--- config.mk ---
export PLATFORM = sky130hd
export DESIGN_NAME = approximate_pattern_match_counter_unit_flat
export DESIGN_NICKNAME = d
export VERILOG_FILES = /design/src/hw/rtl/apm_pkg.sv /design/src/hw/rtl/apm_if.sv /design/src/hw/rtl/apm_cell.sv /design/src/hw/rtl/apm_tally.sv /design/src/hw/rtl/approximate_pattern_match_counter_unit.sv /design/src/flat_wrapper.sv
export SDC_FILE = /design/constraint.sdc
export NUM_CORES = 2
export LEC_CHECK = 0
export BUFFER_PORTS_ARGS = -buffer_cell sky130_fd_sc_hd__buf_2
export CORE_UTILIZATION = 45
export DETAILED_ROUTE_END_ITERATION = 10
export GPL_TIMING_DRIVEN = 0
export REMOVE_ABC_BUFFERS = 1
export SLEW_MARGIN = 20
export SYNTH_ARGS = -nofsm -noshare
export SYNTH_HDL_FRONTEND = slang
export SYNTH_SLANG_ARGS = --single-unit
--- constraint.sdc ---
create_clock -name clock -period 11.3 [get_ports clock]
set_input_delay 1.695 -clock clock [delete_from_list [all_inputs] [get_ports clock]]
set_output_delay 1.695 -clock clock [all_outputs]
set_load 0.005 [all_outputs]
--- src/hw/rtl/apm_pkg.sv ---
// Shared constants, types and helpers of the approximate pattern match counter.
`timescale 1ns / 1ps
package apm_pkg;

   localparam int PATTERN_MAX = 32;
   localparam int WORD_COUNT  = 4;
   localparam int WORD_W      = 64;
   localparam int PAT_BYTES   = WORD_COUNT * 8;
   localparam int DIST_W      = 6;
   localparam int ROW_W       = $clog2(PATTERN_MAX + 1);
   localparam int LIMIT_W     = 5;
   localparam int LEN_W       = 6;
   localparam int COUNT_W     = 32;
   localparam int CSR_IDX_W   = 3;

   // column entry after reset, taken with the reset limit of zero
   localparam logic [DIST_W-1:0] DIST_RESET = DIST_W'(1);

   typedef enum logic [CSR_IDX_W-1:0] {
      CSR_PATTERN_0 = 3'd0,
      CSR_PATTERN_1 = 3'd1,
      CSR_PATTERN_2 = 3'd2,
      CSR_PATTERN_3 = 3'd3,
      CSR_LENGTH    = 3'd4,
      CSR_LIMIT     = 3'd5
   } csr_index_type;

   // what one cell hands to its right neighbor
   typedef struct packed {
      logic              valid;
      logic [7:0]        text_byte;
      logic              first;
      logic [DIST_W-1:0] end_distance;
      logic [DIST_W-1:0] dist_new;
      logic [DIST_W-1:0] dist_old;
   } cell_link_type;

   typedef struct packed {
      logic [DIST_W-1:0] cap;
      logic [ROW_W-1:0]  used_length;
   } cell_cfg_type;

   typedef struct packed {
      logic               valid;
      logic               is_match;
      logic [COUNT_W-1:0] match_count;
      logic [DIST_W-1:0]  end_distance;
   } rsp_type;

   // column value at a given row after a column reset
   function automatic logic [DIST_W-1:0] row_floor(input logic [ROW_W-1:0] row,
                                                   input logic [DIST_W-1:0] cap);
      if (int'(row) < int'(cap)) begin
         return DIST_W'(row);
      end
      return cap;
   endfunction

   // clamp the programmed length into 1..PATTERN_MAX
   function automatic logic [ROW_W-1:0] used_length(input logic [LEN_W-1:0] len);
      if (len == '0) begin
         return ROW_W'(1);
      end
      if (int'(len) > PATTERN_MAX) begin
         return ROW_W'(PATTERN_MAX);
      end
      return ROW_W'(len);
   endfunction

endpackage

--- src/hw/rtl/apm_if.sv ---
// Request and response channel interfaces of the approximate pattern match counter.
`timescale 1ns / 1ps
interface apm_req_if;
   logic       valid;
   logic       ready;
   logic [7:0] text_byte;
   logic       first_of_text;

   modport source (output valid, output text_byte, output first_of_text, input ready);
   modport sink (input valid, input text_byte, input first_of_text, output ready);
endinterface

interface apm_rsp_if;
   logic        valid;
   logic        ready;
   logic        is_match;
   logic [31:0] match_count;
   logic [5:0]  end_distance;

   modport source (output valid, output is_match, output match_count, output end_distance,
                   input ready);
   modport sink (input valid, input is_match, input match_count, input end_distance,
                 output ready);
endinterface

--- src/hw/rtl/apm_cell.sv ---
// One row of the distance column: update by the Sellers recurrence and hand right.
`timescale 1ns / 1ps
module apm_cell (
   input  logic                        clock,
   input  logic                        reset,
   input  logic                        advance,
   input  logic [apm_pkg::ROW_W-1:0]   row,
   input  logic [7:0]                  pattern_byte,
   input  apm_pkg::cell_cfg_type       cfg,
   input  apm_pkg::cell_link_type      link_in,
   output apm_pkg::cell_link_type      link_out
);
   import apm_pkg::*;

   logic              valid_ff;
   logic [7:0]        byte_ff;
   logic              first_ff;
   logic [DIST_W-1:0] end_ff;
   logic [DIST_W-1:0] dist_ff;
   logic [DIST_W-1:0] prev_ff;

   logic [DIST_W-1:0] left_old;
   logic [DIST_W-1:0] own_old;
   logic [DIST_W-1:0] dist_in;
   logic [DIST_W-1:0] end_in;

   always_comb begin
      // a first byte sees the freshly reset column
      left_old = link_in.first ? row_floor(ROW_W'(row - ROW_W'(1)), cfg.cap)
                               : link_in.dist_old;
      own_old  = link_in.first ? row_floor(row, cfg.cap) : dist_ff;

      dist_in = left_old + ((pattern_byte == link_in.text_byte) ? DIST_W'(0) : DIST_W'(1));
      if ((own_old + DIST_W'(1)) < dist_in) begin
         dist_in = own_old + DIST_W'(1);
      end
      if ((link_in.dist_new + DIST_W'(1)) < dist_in) begin
         dist_in = link_in.dist_new + DIST_W'(1);
      end
      if (cfg.cap < dist_in) begin
         dist_in = cfg.cap;
      end

      end_in = (row == cfg.used_length) ? dist_in : link_in.end_distance;
   end

   always_ff @(posedge clock) begin
      if (reset) begin
         valid_ff <= 1'b0;
         dist_ff  <= DIST_RESET;
      end else if (advance) begin
         valid_ff <= link_in.valid;
         if (link_in.valid) begin
            dist_ff <= dist_in;
         end
      end
   end

   always_ff @(posedge clock) begin
      if (advance && link_in.valid) begin
         byte_ff  <= link_in.text_byte;
         first_ff <= link_in.first;
         end_ff   <= end_in;
         prev_ff  <= own_old;
      end
   end

   assign link_out.valid        = valid_ff;
   assign link_out.text_byte    = byte_ff;
   assign link_out.first        = first_ff;
   assign link_out.end_distance = end_ff;
   assign link_out.dist_new     = dist_ff;
   assign link_out.dist_old     = prev_ff;

endmodule

--- src/hw/rtl/apm_tally.sv ---
// End of the cell chain: match decision, saturating count and result register.
`timescale 1ns / 1ps
module apm_tally (
   input  logic                          clock,
   input  logic                          reset,
   input  logic                          advance,
   input  logic [apm_pkg::LIMIT_W-1:0]   edit_limit,
   input  apm_pkg::cell_link_type        link_in,
   output apm_pkg::rsp_type              rsp
);
   import apm_pkg::*;

   logic               rsp_valid_ff;
   logic               is_match_ff;
   logic [COUNT_W-1:0] count_ff;
   logic [DIST_W-1:0]  end_ff;

   logic [COUNT_W-1:0] base;
   logic               hit;
   logic [COUNT_W-1:0] count_in;

   always_comb begin
      base     = link_in.first ? '0 : count_ff;
      hit      = link_in.end_distance <= DIST_W'(edit_limit);
      count_in = (hit && (base != '1)) ? base + COUNT_W'(1) : base;
   end

   always_ff @(posedge clock) begin
      if (reset) begin
         rsp_valid_ff <= 1'b0;
         count_ff     <= '0;
      end else if (advance) begin
         rsp_valid_ff <= link_in.valid;
         if (link_in.valid) begin
            count_ff <= count_in;
         end
      end
   end

   always_ff @(posedge clock) begin
      if (advance && link_in.valid) begin
         is_match_ff <= hit;
         end_ff      <= link_in.end_distance;
      end
   end

   assign rsp.valid        = rsp_valid_ff;
   assign rsp.is_match     = is_match_ff;
   assign rsp.match_count  = count_ff;
   assign rsp.end_distance = end_ff;

endmodule

--- src/hw/rtl/approximate_pattern_match_counter_unit.sv ---
// Top level of the approximate pattern match counter: registers, cell chain, tally.
`timescale 1ns / 1ps
// Each text byte walks a chain of PATTERN_MAX (32) cells, one pattern row per cell, and
// then a tally stage, whose result register presents its result on the response channel.
// A new byte is taken every cycle; the whole chain holds while a result waits on a low
// rsp ready, which is what sets the rate under backpressure. Each cell keeps its row of
// the distance column, so bytes of one text follow each other back to back. The running
// match count lives in the tally stage. Write the pattern, length and limit registers only
// with the chain drained; a byte flagged first_of_text restarts the column and the count.
module approximate_pattern_match_counter_unit (
   input  logic                            clock,
   input  logic                            reset,
   input  logic                            csr_write_enable,
   input  logic [apm_pkg::CSR_IDX_W-1:0]   csr_index,
   input  logic [apm_pkg::WORD_W-1:0]      csr_write_data,
   apm_req_if.sink                         req_ch,
   apm_rsp_if.source                       rsp_ch
);
   import apm_pkg::*;

   logic [WORD_COUNT-1:0][WORD_W-1:0] pattern_ff;
   logic [LEN_W-1:0]                  length_ff;
   logic [LIMIT_W-1:0]                limit_ff;

   cell_cfg_type                      cfg;
   cell_link_type                     links [PATTERN_MAX+1];
   rsp_type                           rsp;
   logic                              advance;

   always_ff @(posedge clock) begin
      if (reset) begin
         pattern_ff <= '0;
         length_ff  <= LEN_W'(1);
         limit_ff   <= '0;
      end else if (csr_write_enable) begin
         case (csr_index_type'(csr_index))
            CSR_PATTERN_0: pattern_ff[0] <= csr_write_data;
            CSR_PATTERN_1: pattern_ff[1] <= csr_write_data;
            CSR_PATTERN_2: pattern_ff[2] <= csr_write_data;
            CSR_PATTERN_3: pattern_ff[3] <= csr_write_data;
            CSR_LENGTH:    length_ff     <= csr_write_data[LEN_W-1:0];
            CSR_LIMIT:     limit_ff      <= csr_write_data[LIMIT_W-1:0];
            default: ;
         endcase
      end
   end

   assign cfg.cap         = DIST_W'(limit_ff) + DIST_W'(1);
   assign cfg.used_length = used_length(length_ff);

   // hold the whole chain while the result register is full and not taken
   assign advance      = !rsp.valid || rsp_ch.ready;
   assign req_ch.ready = advance;

   // row 0 of the column is always zero
   assign links[0].valid        = req_ch.valid;
   assign links[0].text_byte    = req_ch.text_byte;
   assign links[0].first        = req_ch.first_of_text;
   assign links[0].end_distance = '0;
   assign links[0].dist_new     = '0;
   assign links[0].dist_old     = '0;

   for (genvar g = 0; g < PATTERN_MAX; g++) begin : g_cell
      logic [7:0] pat_byte;
      if (g < PAT_BYTES) begin : g_byte
         assign pat_byte = pattern_ff[g / 8][(g % 8) * 8 +: 8];
      end else begin : g_zero
         assign pat_byte = 8'd0;
      end

      apm_cell u_cell (
         .clock        (clock),
         .reset        (reset),
         .advance      (advance),
         .row          (ROW_W'(g + 1)),
         .pattern_byte (pat_byte),
         .cfg          (cfg),
         .link_in      (links[g]),
         .link_out     (links[g + 1])
      );
   end

   apm_tally u_tally (
      .clock      (clock),
      .reset      (reset),
      .advance    (advance),
      .edit_limit (limit_ff),
      .link_in    (links[PATTERN_MAX]),
      .rsp        (rsp)
   );

   assign rsp_ch.valid        = rsp.valid;
   assign rsp_ch.is_match     = rsp.is_match;
   assign rsp_ch.match_count  = rsp.match_count;
   assign rsp_ch.end_distance = rsp.end_distance;

endmodule

--- src/flat_wrapper.sv ---
// flat-port wrapper written by rule: the top's interface ports become plain ports
module approximate_pattern_match_counter_unit_flat import apm_pkg::*;
  (clock, reset, csr_write_enable, csr_index, csr_write_data, req_ch_valid, req_ch_text_byte, req_ch_first_of_text, req_ch_ready, rsp_ch_valid, rsp_ch_is_match, rsp_ch_match_count, rsp_ch_end_distance, rsp_ch_ready);
  apm_req_if req_ch_i ();
  apm_rsp_if rsp_ch_i ();
  input  logic clock;
  input  logic reset;
  input  logic csr_write_enable;
  input  logic [apm_pkg::CSR_IDX_W-1:0] csr_index;
  input  logic [apm_pkg::WORD_W-1:0] csr_write_data;
  input wire logic [$bits(req_ch_i.valid)-1:0] req_ch_valid;
  input wire logic [$bits(req_ch_i.text_byte)-1:0] req_ch_text_byte;
  input wire logic [$bits(req_ch_i.first_of_text)-1:0] req_ch_first_of_text;
  output wire logic [$bits(req_ch_i.ready)-1:0] req_ch_ready;
  output wire logic [$bits(rsp_ch_i.valid)-1:0] rsp_ch_valid;
  output wire logic [$bits(rsp_ch_i.is_match)-1:0] rsp_ch_is_match;
  output wire logic [$bits(rsp_ch_i.match_count)-1:0] rsp_ch_match_count;
  output wire logic [$bits(rsp_ch_i.end_distance)-1:0] rsp_ch_end_distance;
  input wire logic [$bits(rsp_ch_i.ready)-1:0] rsp_ch_ready;
  assign req_ch_i.valid = req_ch_valid;
  assign req_ch_i.text_byte = req_ch_text_byte;
  assign req_ch_i.first_of_text = req_ch_first_of_text;
  assign req_ch_ready = req_ch_i.ready;
  assign rsp_ch_valid = rsp_ch_i.valid;
  assign rsp_ch_is_match = rsp_ch_i.is_match;
  assign rsp_ch_match_count = rsp_ch_i.match_count;
  assign rsp_ch_end_distance = rsp_ch_i.end_distance;
  assign rsp_ch_i.ready = rsp_ch_ready;
  approximate_pattern_match_counter_unit u_core (.clock(clock), .reset(reset), .csr_write_enable(csr_write_enable), .csr_index(csr_index), .csr_write_data(csr_write_data), .req_ch(req_ch_i), .rsp_ch(rsp_ch_i));
endmodule
==> impl_summary.log <==
[metrics] slew at the pin with the worst max-slew slack: 1.20 ns
[metrics] launch point of the critical path: u_core.limit_ff[0]$_SDFFE_PP0P_
[metrics] Overall Global Routing Usage: 28.7%
[metrics] final setup skew: 0.0629 ns
[metrics] peak supply drop: 139 uV
[metrics] worst rel slew slack: 19.7%
[metrics] DRC violations left: 0
[metrics] post-CTS setup buffer count: 0
[metrics] overall power consumption: 0.0104 W
[metrics] area added between synthesis and finish: 10.6%
[metrics] Unique masters post-synth: about 140
[metrics] grt ovf: 0
[metrics] Critical Path AT: 11.48 ns
[metrics] clock transition at the registers of the reported paths: 0.06 ns
[metrics] Final period util: 95.8%
[metrics] routed length per placed instance: roughly 24 um
[metrics] Routability Congestion: 0.907
[metrics] count of input and output buffers: 121
[metrics] type of destination of the critical path: flip-flop
[metrics] f_max: 92.4 MHz
[metrics] via total after detailed routing: 64.9k
[metrics] mean instance size in the synthesized netlist: 9.06 sq um
[metrics] part of the power in registers: 44.1%
[metrics] crit path kind: flip-flop to flip-flop
[metrics] share of the core filled with cells: 50.2%
[metrics] type of element launching the critical path: flip-flop
[metrics] power density cells: 123 nW/um^2
[metrics] predominant post-synthesis flop cell: sky130_fd_sc_hd__edfxtp_1
[metrics] Post-Route WL: 255 mm
[metrics] TritonCTS clock tree: done
[metrics] class of the tightest hold or removal check: flip-flop to flip-flop
[metrics] clock buffers created by TritonCTS: 140
[metrics] RSZ-0062 raised after global routing: no
[metrics] cell occurring most often along the worst timing path: sky130_fd_sc_hd__ha_1
[metrics] worst hold-check slack: 0.442 ns
[metrics] Critical path buffers and inverters: 7
[metrics] post-cts sizing count: 0
[metrics] vias in the first global route: 61.3k
[metrics] layout filler cell count: 15.7k
[metrics] power share of the clock group: a little under half
[metrics] cell at the root of the clock tree: sky130_fd_sc_hd__clkbuf_16
[metrics] drt first pass iters: 8
[metrics] cell-internal power: 0.00775 W
[metrics] Final Max Slew Viols: 0
[metrics] number of nets in the layout: 8963
[metrics] Data required, critical path: ~12 ns
[metrics] proportion of layout cells with a drive suffix above 1: 10.0%
[metrics] drt first-iter violations: 6509
[metrics] FP Rows: roughly 150
[metrics] delay contributed by the slowest stage of the critical path: 0.82 ns
[metrics] CTS H-tree depth: 4
[metrics] Initial Util: 45.4%
[metrics] initial antenna violation count: 11
[metrics] Post-CTS Hold Buffers: 0
[metrics] Post-synth EDFFs: between 600 and 700
[metrics] fraction of power consumed by combinational cells: around a tenth
[metrics] global-route wire length before repair: 380 mm
[metrics] maximum fanout encountered on the critical timing path: 46
[metrics] asr flop ratio synth: 0%
[metrics] slowest library cell on the worst path: sky130_fd_sc_hd__dfxtp_4
[metrics] Hold Violations, Final: 0
[metrics] Synth warnings: 0
[metrics] y dimension of the die: 415 um
[metrics] clock latency reported for the late side of the worst-skew pair: 0.83 ns
[metrics] pin count of the biggest net entering global routing: 105
[metrics] number of top-level pins: 122
[metrics] launch point of the worst reg-to-reg path: u_core.limit_ff[0]$_SDFFE_PP0P_
[metrics] commonest cells after routing, fill and taps aside: sky130_fd_sc_hd__nand2_1 (1210), sky130_fd_sc_hd__a21oi_1 (745), sky130_fd_sc_hd__edfxtp_1 (665), sky130_fd_sc_hd__nor2_1 (527), sky130_fd_sc_hd__dfxtp_1 (518)
[metrics] max capacitance violation total: 0
[metrics] most common cell after layout, fill and taps aside: sky130_fd_sc_hd__nand2_1
[metrics] Sink Count: ~1.2k
[metrics] switching power of the nets: 0.00269 W
[metrics] instance count of the mapped netlist: 8491
[metrics] clock buffer depth: 3
[metrics] Top delay family on crit path: compound AO/OA/AOI/OAI gates
[metrics] DP HPWL: 187 mm
[metrics] sequential share of the synthesized area: 39.6%
[metrics] flops & latches, synth: 1189
[metrics] final setup vio count: 0
[metrics] Leakage Power: 32.8 nW
[metrics] Avg Vias per Cell: just over 6
[metrics] overall die area: around 170000 sq um
[metrics] area of the core region: roughly 170000 sq um
[metrics] horizontal die dimension: 415 um
[metrics] Routed Antenna Nets: 0
[metrics] Switching Fraction: around a quarter
[metrics] minimum clock period: 10.82 ns
[metrics] min-delay src: u_core.g_cell[31].u_cell.end_ff[5]$_DFFE_PP_
[metrics] Synth Cell Area: a little under 80000 sq um
[metrics] status: finished, final reports clean
-- final cells by class --
type	count	area [sq um]	share of cell area (%)
multi-input combinational	6543	43600	51.3
sequential	1189	30500	35.8
clock buffer	188	3990	4.70
tap	2218	2780	3.26
timing repair buffer	176	1830	2.15
inverter	381	1470	1.73
clock inverter	72	905	1.06
antenna	3	7.51	0.00883
-- registers in the layout, summed over array words and instances, names as in the netlist, 6 cells and up --
register,count
u_core.g_cell.u_cell.dist_ff,192
u_core.g_cell.pat_byte,256
u_core.g_cell.u_cell.prev_ff,186
u_core.g_cell.u_cell.end_ff,192
u_core.u_tally.count_ff,32
u_core.g_cell.u_cell.first_ff,32
u_core.u_tally.end_ff,6
u_core.length_ff,6
u_core.g_cell.u_cell.byte_ff,248
u_core.g_cell.u_cell.valid_ff,32
-- final timing paths --
check,end,slack (ns),cells past startpoint
worst max-delay path,u_core.g_cell[29].u_cell.end_ff[1]$_DFFE_PP_,0.48,37
worst min-delay path,u_core.u_tally.end_ff[5]$_DFFE_PP_,0.44,0
worst max register to register,u_core.g_cell[29].u_cell.end_ff[1]$_DFFE_PP_,0.48,37
worst min register to register,u_core.u_tally.end_ff[5]$_DFFE_PP_,0.44,0
-- metal layers --
| layer | up-vias | part of all wire [%] | global-route usage [%] |
|---|---|---|---|
| met5 | - | 0.013 | 0 |
| met4 | 4 | 3.6 | 10.4 |
| met3 | 456 | 7.6 | 5.23 |
| met2 | 2332 | 45 | 46.0 |
| met1 | 31400 | 44 | 38.6 |
| li1 | 30700 | - | - |
-- kinds of logic (layout without fill, tap and decap cells) --
group	after synthesis	after routing	share of synthesized area [%]
AO/OA/AOI/OAI	2179	2179	18.4
AND/OR/NAND/NOR	2813	2813	17.0
flip-flops	1189	1189	39.6
adder cells (fa/ha/maj)	501	501	8.00
other	1	11	0.00488
buffers and inverters	766	817	4.06
multiplexers	397	397	5.56
XOR/XNOR	645	645	7.36
-- stage by stage --
stage	area, sq um	instances	setup WS [ns]	setup TNS [ns]
global route	85100	10800	0.0200	0
finish	85100	10800	0.475	0
floorplan	75200	8113	-1.64	-195.23
detailed placement	80200	10500	0.396	0
global placement	78600	10500	-16.50	-5999.81
CTS	85000	10800	0.343	0
-- power groups by stage --
stage	Sequential, W	Combinational, W	Clock [W]
2_1_floorplan	0.00468	0.000668	0
3_3_place_gp	0.00470	0.000955	0
3_5_place_dp	0.00469	0.00100	0
4_1_cts	0.00460	0.00101	0.00487
5_1_grt	0.00460	0.00112	0.00503
6_report	0.00460	0.00103	0.00481
-- cells in the mapped netlist (39+ instances only) --
master | instances | area share [%]
sky130_fd_sc_hd__nor4_1 | 100 | 0.81
sky130_fd_sc_hd__nor2b_1 | 149 | 1.2
sky130_fd_sc_hd__maj3_1 | 42 | 0.55
sky130_fd_sc_hd__clkbuf_1 | 272 | 1.3
sky130_fd_sc_hd__and3_1 | 71 | 0.58
sky130_fd_sc_hd__ha_1 | 451 | 7.3
sky130_fd_sc_hd__a31oi_1 | 117 | 0.95
sky130_fd_sc_hd__o21ai_0 | 460 | 3.0
sky130_fd_sc_hd__inv_1 | 353 | 1.7
sky130_fd_sc_hd__a211oi_1 | 49 | 0.48
sky130_fd_sc_hd__o211ai_1 | 56 | 0.55
sky130_fd_sc_hd__nand4_1 | 46 | 0.37
sky130_fd_sc_hd__xor2_1 | 432 | 4.9
sky130_fd_sc_hd__and2_1 | 65 | 0.53
sky130_fd_sc_hd__nand2b_1 | 56 | 0.46
sky130_fd_sc_hd__buf_1 | 43 | 0.21
sky130_fd_sc_hd__nor3_1 | 103 | 0.67
sky130_fd_sc_hd__o21a_1 | 77 | 0.75
sky130_fd_sc_hd__o31ai_1 | 42 | 0.41
sky130_fd_sc_hd__o21ai_1 | 49 | 0.32
sky130_fd_sc_hd__nand2_1 | 1215 | 5.9
sky130_fd_sc_hd__a21oi_1 | 746 | 4.9
sky130_fd_sc_hd__xnor2_1 | 211 | 2.4
sky130_fd_sc_hd__or3_1 | 39 | 0.32
sky130_fd_sc_hd__nand3_1 | 275 | 1.8
sky130_fd_sc_hd__mux2i_1 | 183 | 2.4
sky130_fd_sc_hd__dfxtp_1 | 524 | 14
sky130_fd_sc_hd__a21o_1 | 71 | 0.69
sky130_fd_sc_hd__mux2_2 | 200 | 2.9
sky130_fd_sc_hd__nor2_1 | 531 | 2.6
sky130_fd_sc_hd__edfxtp_1 | 665 | 26
Power figures use the tool's default switching activity.
